### config.mk
export PLATFORM = sky130hd
export DESIGN_NAME = circular_scan_disk_scheduler
export DESIGN_NICKNAME = d
export VERILOG_FILES = /design/src/sv/csds_pkg.sv /design/src/sv/circular_scan_disk_scheduler.sv
export SDC_FILE = /design/constraint.sdc
export NUM_CORES = 1
export LEC_CHECK = 0
export BUFFER_PORTS_ARGS = -buffer_cell sky130_fd_sc_hd__buf_2
export CORE_MARGIN = 10
export CORE_UTILIZATION = 60
export CTS_BUF_LIST = sky130_fd_sc_hd__clkbuf_16
export DETAILED_ROUTE_END_ITERATION = 16
export PLACE_DENSITY = 0.74
export SETUP_SLACK_MARGIN = 0.4
export SYNTH_ARGS = -nofsm -noshare
export SYNTH_HDL_FRONTEND = slang
export SYNTH_SLANG_ARGS = --single-unit
### constraint.sdc
create_clock -name aclk -period 6 [get_ports aclk]
set_clock_uncertainty 0.2 [all_clocks]
set_input_delay 0 -clock aclk [delete_from_list [all_inputs] [get_ports aclk]]
set_output_delay 0 -clock aclk [all_outputs]
set_load 0.02 [all_outputs]
### src/sv/csds_pkg.sv
// ----------------------------------------------------------------------------
// csds_pkg: shared definitions for the C-LOOK disk scheduler
// Field widths, table sizing, opcodes, states and the slot preference rule.
// ----------------------------------------------------------------------------
package csds_pkg;

    localparam int PENDING_DEPTH = 16;
    localparam int TRACK_BITS    = 16;
    localparam int SLOT_BITS     = (PENDING_DEPTH > 1) ? $clog2(PENDING_DEPTH) : 1;

    // port field widths
    localparam int ID_W        = 8;
    localparam int TRACK_W     = 16;
    localparam int S_TDATA_W   = 24;
    localparam int M_TDATA_W   = 32;

    // opcodes
    localparam logic OP_REQUEST = 1'b0;
    localparam logic OP_RELEASE = 1'b1;

    // sequencer states
    localparam logic [1:0] ST_IDLE = 2'd0;
    localparam logic [1:0] ST_SCAN = 2'd1;
    localparam logic [1:0] ST_DONE = 2'd2;

    typedef logic [TRACK_BITS-1:0] track_t;
    typedef logic [ID_W-1:0]       id_t;
    typedef logic [SLOT_BITS-1:0]  slot_t;

    // true when (trk_a, id_a) is preferred over (trk_b, id_b)
    function automatic logic key_less(input track_t trk_a, input id_t id_a,
                                      input track_t trk_b, input id_t id_b);
        return {trk_a, id_a} < {trk_b, id_b};
    endfunction

endpackage

### src/sv/circular_scan_disk_scheduler.sv
// ----------------------------------------------------------------------------
// circular_scan_disk_scheduler: C-LOOK arbiter for a single disk
// Grants the disk at once when idle, queues requests otherwise, and on
// release hands the disk to the next pending track in one-way sweep order.
// ----------------------------------------------------------------------------
//  channel | dir | tuser           | tdata (lowest bit up)
//  s_      | in  | op              | requester_id[7:0], track[23:8]
//  m_      | out | grant_valid     | grant_id[7:0], grant_track[23:8],
//          |     |                 | dropped[24], disk_busy[25], zero[31:26]
//
// A request, or a release with the disk idle, is answered from the idle state.
// A release with the disk busy scans every pending-table slot in turn: one
// compare step per slot against both running bests, then a commit.
// aresetn is synchronous: it empties the pending table and idles the disk.
// A new transaction is taken only in the idle state and while the output
// register is empty or being drained; a stalled result holds the sequencer.
module circular_scan_disk_scheduler
    import csds_pkg::*;
(
    input  logic                 aclk,
    input  logic                 aresetn,
    input  logic                 s_tvalid,
    output logic                 s_tready,
    input  logic [S_TDATA_W-1:0] s_tdata,   // requester_id, track
    input  logic                 s_tuser,   // op
    output logic                 m_tvalid,
    input  logic                 m_tready,
    output logic [M_TDATA_W-1:0] m_tdata,   // grant_id, grant_track, dropped, disk_busy
    output logic                 m_tuser    // grant_valid
);

    logic [1:0]   state_reg, state_next;
    logic         busy_reg, busy_next;
    track_t       cur_track_reg, cur_track_next;

    logic [PENDING_DEPTH-1:0] slot_valid_reg, slot_valid_next;
    track_t       slot_track_mem [PENDING_DEPTH];
    id_t          slot_id_mem    [PENDING_DEPTH];
    track_t       rd_trk_reg;
    id_t          rd_id_reg;

    slot_t        scan_idx_reg, scan_idx_next;
    logic         any_found_reg, any_found_next;
    slot_t        any_slot_reg, any_slot_next;
    track_t       any_trk_reg, any_trk_next;
    id_t          any_id_reg, any_id_next;
    logic         above_found_reg, above_found_next;
    slot_t        above_slot_reg, above_slot_next;
    track_t       above_trk_reg, above_trk_next;
    id_t          above_id_reg, above_id_next;

    logic         m_valid_reg, m_valid_next;
    logic         out_grant_reg, out_grant_next;
    id_t          out_id_reg, out_id_next;
    logic [TRACK_W-1:0] out_trk_reg, out_trk_next;
    logic         out_drop_reg, out_drop_next;
    logic         out_busy_reg, out_busy_next;

    logic         wr_en;
    slot_t        wr_slot;
    logic         free_found;
    slot_t        free_idx;
    logic         in_fire, out_free;
    logic         in_op;
    id_t          in_id;
    track_t       in_trk;
    logic         cur_valid;
    track_t       cur_trk;
    id_t          cur_id;
    logic         take_any, take_above;
    slot_t        grant_slot;
    track_t       grant_trk;
    id_t          grant_id;

    assign out_free = !m_valid_reg || m_tready;
    assign s_tready = (state_reg == ST_IDLE) && out_free;
    assign in_fire  = s_tvalid && s_tready;
    assign in_op    = s_tuser;
    assign in_id    = s_tdata[ID_W-1:0];
    assign in_trk   = TRACK_BITS'(s_tdata[ID_W +: TRACK_W]);

    // lowest free slot
    always_comb begin
        free_found = 1'b0;
        free_idx   = '0;
        for (int i = PENDING_DEPTH - 1; i >= 0; i--) begin
            if (!slot_valid_reg[i]) begin
                free_found = 1'b1;
                free_idx   = SLOT_BITS'(i);
            end
        end
    end

    // one scan step: compare the slot under the index against both bests
    assign cur_valid  = slot_valid_reg[scan_idx_reg];
    assign cur_trk    = rd_trk_reg;
    assign cur_id     = rd_id_reg;
    assign take_any   = cur_valid &&
                        (!any_found_reg || key_less(cur_trk, cur_id, any_trk_reg, any_id_reg));
    assign take_above = cur_valid && (cur_trk >= cur_track_reg) &&
                        (!above_found_reg ||
                         key_less(cur_trk, cur_id, above_trk_reg, above_id_reg));

    assign grant_slot = above_found_reg ? above_slot_reg : any_slot_reg;
    assign grant_trk  = above_found_reg ? above_trk_reg  : any_trk_reg;
    assign grant_id   = above_found_reg ? above_id_reg   : any_id_reg;

    always_comb begin
        state_next       = state_reg;
        busy_next        = busy_reg;
        cur_track_next   = cur_track_reg;
        slot_valid_next  = slot_valid_reg;
        scan_idx_next    = scan_idx_reg;
        any_found_next   = any_found_reg;
        any_slot_next    = any_slot_reg;
        any_trk_next     = any_trk_reg;
        any_id_next      = any_id_reg;
        above_found_next = above_found_reg;
        above_slot_next  = above_slot_reg;
        above_trk_next   = above_trk_reg;
        above_id_next    = above_id_reg;
        m_valid_next     = m_valid_reg && !m_tready;
        out_grant_next   = out_grant_reg;
        out_id_next      = out_id_reg;
        out_trk_next     = out_trk_reg;
        out_drop_next    = out_drop_reg;
        out_busy_next    = out_busy_reg;
        wr_en            = 1'b0;
        wr_slot          = free_idx;

        case (state_reg)
            ST_IDLE: begin
                if (in_fire) begin
                    out_grant_next = 1'b0;
                    out_id_next    = '0;
                    out_trk_next   = '0;
                    out_drop_next  = 1'b0;
                    out_busy_next  = busy_reg;
                    if (in_op == OP_REQUEST) begin
                        m_valid_next = 1'b1;
                        if (!busy_reg) begin
                            busy_next      = 1'b1;
                            cur_track_next = in_trk;
                            out_grant_next = 1'b1;
                            out_id_next    = in_id;
                            out_trk_next   = TRACK_W'(in_trk);
                            out_busy_next  = 1'b1;
                        end else if (free_found) begin
                            wr_en                     = 1'b1;
                            slot_valid_next[free_idx] = 1'b1;
                        end else begin
                            out_drop_next = 1'b1;
                        end
                    end else if (!busy_reg) begin
                        // release with nothing owned: report idle
                        m_valid_next = 1'b1;
                    end else begin
                        scan_idx_next    = '0;
                        any_found_next   = 1'b0;
                        above_found_next = 1'b0;
                        state_next       = ST_SCAN;
                    end
                end
            end
            ST_SCAN: begin
                if (take_any) begin
                    any_found_next = 1'b1;
                    any_slot_next  = scan_idx_reg;
                    any_trk_next   = cur_trk;
                    any_id_next    = cur_id;
                end
                if (take_above) begin
                    above_found_next = 1'b1;
                    above_slot_next  = scan_idx_reg;
                    above_trk_next   = cur_trk;
                    above_id_next    = cur_id;
                end
                scan_idx_next = scan_idx_reg + 1'b1;
                if (scan_idx_reg == SLOT_BITS'(PENDING_DEPTH - 1)) begin
                    state_next = ST_DONE;
                end
            end
            ST_DONE: begin
                // hold the pick until the output register can take it
                if (out_free) begin
                    m_valid_next  = 1'b1;
                    out_drop_next = 1'b0;
                    if (any_found_reg) begin
                        slot_valid_next[grant_slot] = 1'b0;
                        cur_track_next = grant_trk;
                        out_grant_next = 1'b1;
                        out_id_next    = grant_id;
                        out_trk_next   = TRACK_W'(grant_trk);
                        out_busy_next  = 1'b1;
                    end else begin
                        busy_next      = 1'b0;
                        out_grant_next = 1'b0;
                        out_id_next    = '0;
                        out_trk_next   = '0;
                        out_busy_next  = 1'b0;
                    end
                    state_next = ST_IDLE;
                end
            end
            default: begin
                state_next = ST_IDLE;
            end
        endcase
    end

    always_ff @(posedge aclk) begin
        if (!aresetn) begin
            state_reg       <= ST_IDLE;
            busy_reg        <= 1'b0;
            cur_track_reg   <= '0;
            slot_valid_reg  <= '0;
            scan_idx_reg    <= '0;
            any_found_reg   <= 1'b0;
            above_found_reg <= 1'b0;
            m_valid_reg     <= 1'b0;
        end else begin
            state_reg       <= state_next;
            busy_reg        <= busy_next;
            cur_track_reg   <= cur_track_next;
            slot_valid_reg  <= slot_valid_next;
            scan_idx_reg    <= scan_idx_next;
            any_found_reg   <= any_found_next;
            above_found_reg <= above_found_next;
            m_valid_reg     <= m_valid_next;
        end
    end

    always_ff @(posedge aclk) begin
        any_slot_reg   <= any_slot_next;
        any_trk_reg    <= any_trk_next;
        any_id_reg     <= any_id_next;
        above_slot_reg <= above_slot_next;
        above_trk_reg  <= above_trk_next;
        above_id_reg   <= above_id_next;
        out_grant_reg  <= out_grant_next;
        out_id_reg     <= out_id_next;
        out_trk_reg    <= out_trk_next;
        out_drop_reg   <= out_drop_next;
        out_busy_reg   <= out_busy_next;
    end

    // pending table storage; read one slot ahead so the data lines up with the scan index
    always_ff @(posedge aclk) begin
        if (wr_en) begin
            slot_track_mem[wr_slot] <= in_trk;
            slot_id_mem[wr_slot]    <= in_id;
        end
        rd_trk_reg <= slot_track_mem[scan_idx_next];
        rd_id_reg  <= slot_id_mem[scan_idx_next];
    end

    assign m_tvalid = m_valid_reg;
    assign m_tuser  = out_grant_reg;
    assign m_tdata  = {{(M_TDATA_W - ID_W - TRACK_W - 2){1'b0}},
                       out_busy_reg, out_drop_reg, out_trk_reg, out_id_reg};

`ifndef SYNTHESIS
    // a request that finds the disk idle is granted on the next result
    a_idle_grant: assert property (@(posedge aclk) disable iff (!aresetn)
        (in_fire && in_op == OP_REQUEST && !busy_reg)
        |=> (m_valid_reg && out_grant_reg && busy_reg))
        else $error("idle request not granted");

    // nothing may be pending while the disk is idle
    a_idle_empty: assert property (@(posedge aclk) disable iff (!aresetn)
        !busy_reg |-> (slot_valid_reg == '0))
        else $error("pending slot while disk idle");

    // a drop is reported only with a full table
    a_drop_full: assert property (@(posedge aclk) disable iff (!aresetn)
        (m_valid_reg && out_drop_reg) |-> (&slot_valid_reg))
        else $error("request dropped with free slot");

    // no new transaction while a scan is running
    a_scan_stall: assert property (@(posedge aclk) disable iff (!aresetn)
        (state_reg == ST_SCAN || state_reg == ST_DONE) |-> !s_tready)
        else $error("input accepted during scan");
`endif

endmodule

==> impl_results.md <==
- First-pass GRT wire length: approximately 86 mm
- Leakage: between 8 and 9 nW
- Worst-skew pair later-pin latency: about 600 ps
- Avg Cell Area, Syn: ~14 sq um
- Starting Density: 0.610
- Worst path slowest cell: nor2_4
- Maxcap violations: 0
- Crit share post-route: 0.618
- CTS Buf Count: 53
- Crit start category: flip-flop
- Top post-synthesis cells by area: edfxtp_1, dfxtp_1, ha_1
- Crit-path max cell delay: 830 ps
- Yosys Warn Count: 0
- Drt first pass iters: 5
- Hold buffer count at cts: 31
- Reg2Reg Depth: 8
- Async SR Flop Fraction: 0
- Drt drc: 0
- Share of layout cells above drive strength 1: 0.134
- Remaining Overflow, GRT: 0
- Hold_sp: m_tready
- Final setup violation count: 0
- Worst VDD drop: 0.275 mV
- Unrepaired setup endpoints after global routing: false
- Post CTS Setup Buffer Count: 0
- FF-to-FF End: cur_id[2]$_DFF_P_
- Top post-synthesis cells by count: edfxtp_1, nand3_1, nand2_1
- Max FFs per register: approximately 260
- Layout Nets: ~1800
- CP bufs+invs: 2
- Hold WC Path Type: in -> reg
- Die Span X: 213 um
- Crit-path leading delay family: buffers and inverters
- Crit-path max FO: 49
- EDFF count, synth: about 470
- DR iter-0 viols: around 1800
- Final Wtd Congestion: ~0.88
- Final instance area: roughly 25000 sq um
- Worst hold stages: 5
- Biggest register: slot_track_mem
- Via count: 14657
- Fin util: 0.688
- Most common cell in the synthesized netlist: edfxtp_1
- Port Buffers: 57
- Top-Level Pins: 64
- R2R setup slack: 2290 ps
- Post-DP HPWL: approximately 33 mm
- Status: finished clean
- Ordered cell list for the critical path: ha_1 > o221ai_4 > buf_4 > nor2_4 > buf_4 > o221ai_1 > o21a_1 > o221ai_1
- Fin crit period: between 3000 and 4000 ps
- PostCTS Resize Cnt: 0
- DP Area: around 23000 sq um
- WHS Endpoint: m_tvalid$_SDFF_PN0_
- Nature of the critical path endpoint: flip-flop
- Gr usage total: 0.247
- Vias per cell: between 6 and 7
- Count of different cell masters after synthesis: 69
- Top Registers: slot_track_mem x256, slot_id_mem x128
- Core Area: approximately 37000 sq um
- Final Hold Fails: 0
- Power density over the cells: 312 nW/um^2
- Initial antenna violation count: 2
- Sequential share of the synthesized area: 0.683
- Crit path required time: 6300 ps
- Clock transition at path regs: 60 ps
- Final Slew Violations: 0
- Crit path arrival time: ~4000 ps
- Row Count: 70
- Longest Clk Path Bufs: 3
- Post-Synthesis Cell Area: 22500 sq um
- Final ANT Viol Nets: 0
- Post-synth top flop: edfxtp_1
- Top-area cell type share of the netlist area: 0.625
- CTS tree: yes
- Die H: 213 um
- Yosys top cell by area: edfxtp_1
- Vias in the first global route: between 10000 and 15000
- Fmax: around 270 MHz
- Largest net degree at the start of global routing: 73
- DR WL/cell: roughly 25 um
- WL final: around 56 mm
- Crit path kind: reg -> reg
- Worst r2r src: scan_idx_reg[0]$_SDFF_PN0_
- Post-synthesis cell count: roughly 1600
- Worst slew pin tran: around 1100 ps
- Die area: around 46000 sq um
- Area Overhead vs Synth: 12.7%
- CTS root buffer: clkbuf_16
- CTS Sinks: ~530
- Yosys reg bits: between 500 and 600
- Total power: between 7 and 8 mW
- H-tree Lvls: 2
- Slew headroom: 0.244
- Setup TNS: 0 ps
-- per-layer routing --
layer | GRT usage | vias up | routed length (um) | share of wire
met5 | 0 | - | 0 | 0
li1 | - | 6456 | - | -
met4 | 0.0660 | 0 | 983 | 0.017
met3 | 0.0473 | 80 | 5960 | 0.11
met2 | 0.395 | 849 | 26900 | 0.48
met1 | 0.344 | 7272 | 22300 | 0.40
-- how the worst max path moves through the flow --
stage | from | to | slack (ps) | depth (start not counted)
4_1_cts | scan_idx_reg[0]$_SDFF_PN0_ | cur_id[2]$_DFF_P_ | 2340 | 8
6_report | scan_idx_reg[0]$_SDFF_PN0_ | cur_id[2]$_DFF_P_ | 2290 | 8
3_5_place_dp | scan_idx_reg[0]$_SDFF_PN0_ | cur_trk[2]$_DFF_P_ | 2350 | 8
2_1_floorplan | above_trk_reg[0]$_DFFE_PP_ | above_id_reg[0]$_DFFE_PP_ | 1250 | 8
3_3_place_gp | scan_idx_reg[0]$_SDFF_PN0_ | cur_id[2]$_DFF_P_ | 2490 | 8
5_1_grt | scan_idx_reg[0]$_SDFF_PN0_ | cur_id[1]$_DFF_P_ | 2040 | 8
-- stage by stage --
step                hold slack, ps  worst slack (ps)  instances
floorplan                     -101              1250       1622
global placement               151              2490       2078
detailed placement             164              2350       2078
CTS                            112              2340       2208
global route                   158              2040       2209
finish                         150              2290       2210
-- layout make-up --
type | instances | area (sq um)
antenna | 2 | 5.00
clock buffer | 54 | 1350
clock inverter | 45 | 408
fill | 2466 | 11500
inverter | 80 | 300
multi-input combinational | 903 | 6430
sequential | 533 | 15300
tap | 468 | 586
timing repair buffer | 125 | 873
-- power breakdown --
part	leakage, nW	switching, mW	internal, mW
combinational	3.06	0.272	0.150
sequential	4.76	0.0480	4.08
clock	0.903	1.40	1.94
total	8.72	1.72	6.17
-- cells in the final DEF (no fill, tap or decap), types with 29 or more instances in the layout --
cell / n
nand3_1: 114
o22ai_1: 29
nor2_1: 54
nand2_1: 108
o21a_1: 29
buf_4: 37
inv_1: 90
ha_1: 63
edfxtp_1: 467
mux4_2: 29
buf_2: 57
dfxtp_1: 65
dlygate4sd3_1: 31
o221ai_1: 50
a211oi_1: 44
o21ai_0: 104
clkbuf_16: 54
a21oi_1: 44
-- worst reg2reg max path, stage by stage (launching register included) --
cell and delay [ps]:
dfxtp_1 620, ha_1 370, o221ai_4 110, buf_4 310, nor2_4 860, buf_4 550, o221ai_1 230, o21a_1 160
o221ai_1 200
-- cells by family (layout without fill, tap and decap cells) --
family | count (synthesis) | after routing | share of synthesized area
flops | 533 | 533 | 0.683
mux | 54 | 54 | 0.0403
xor+xnor | 1 | 1 | 0.000390
simple gates | 377 | 377 | 0.0817
buf+inv | 186 | 304 | 0.0361
other cells | 1 | 8 | 0.000167
fa+ha+maj | 63 | 63 | 0.0351
compound gates | 402 | 402 | 0.123
(Power assumes the default switching activity.)
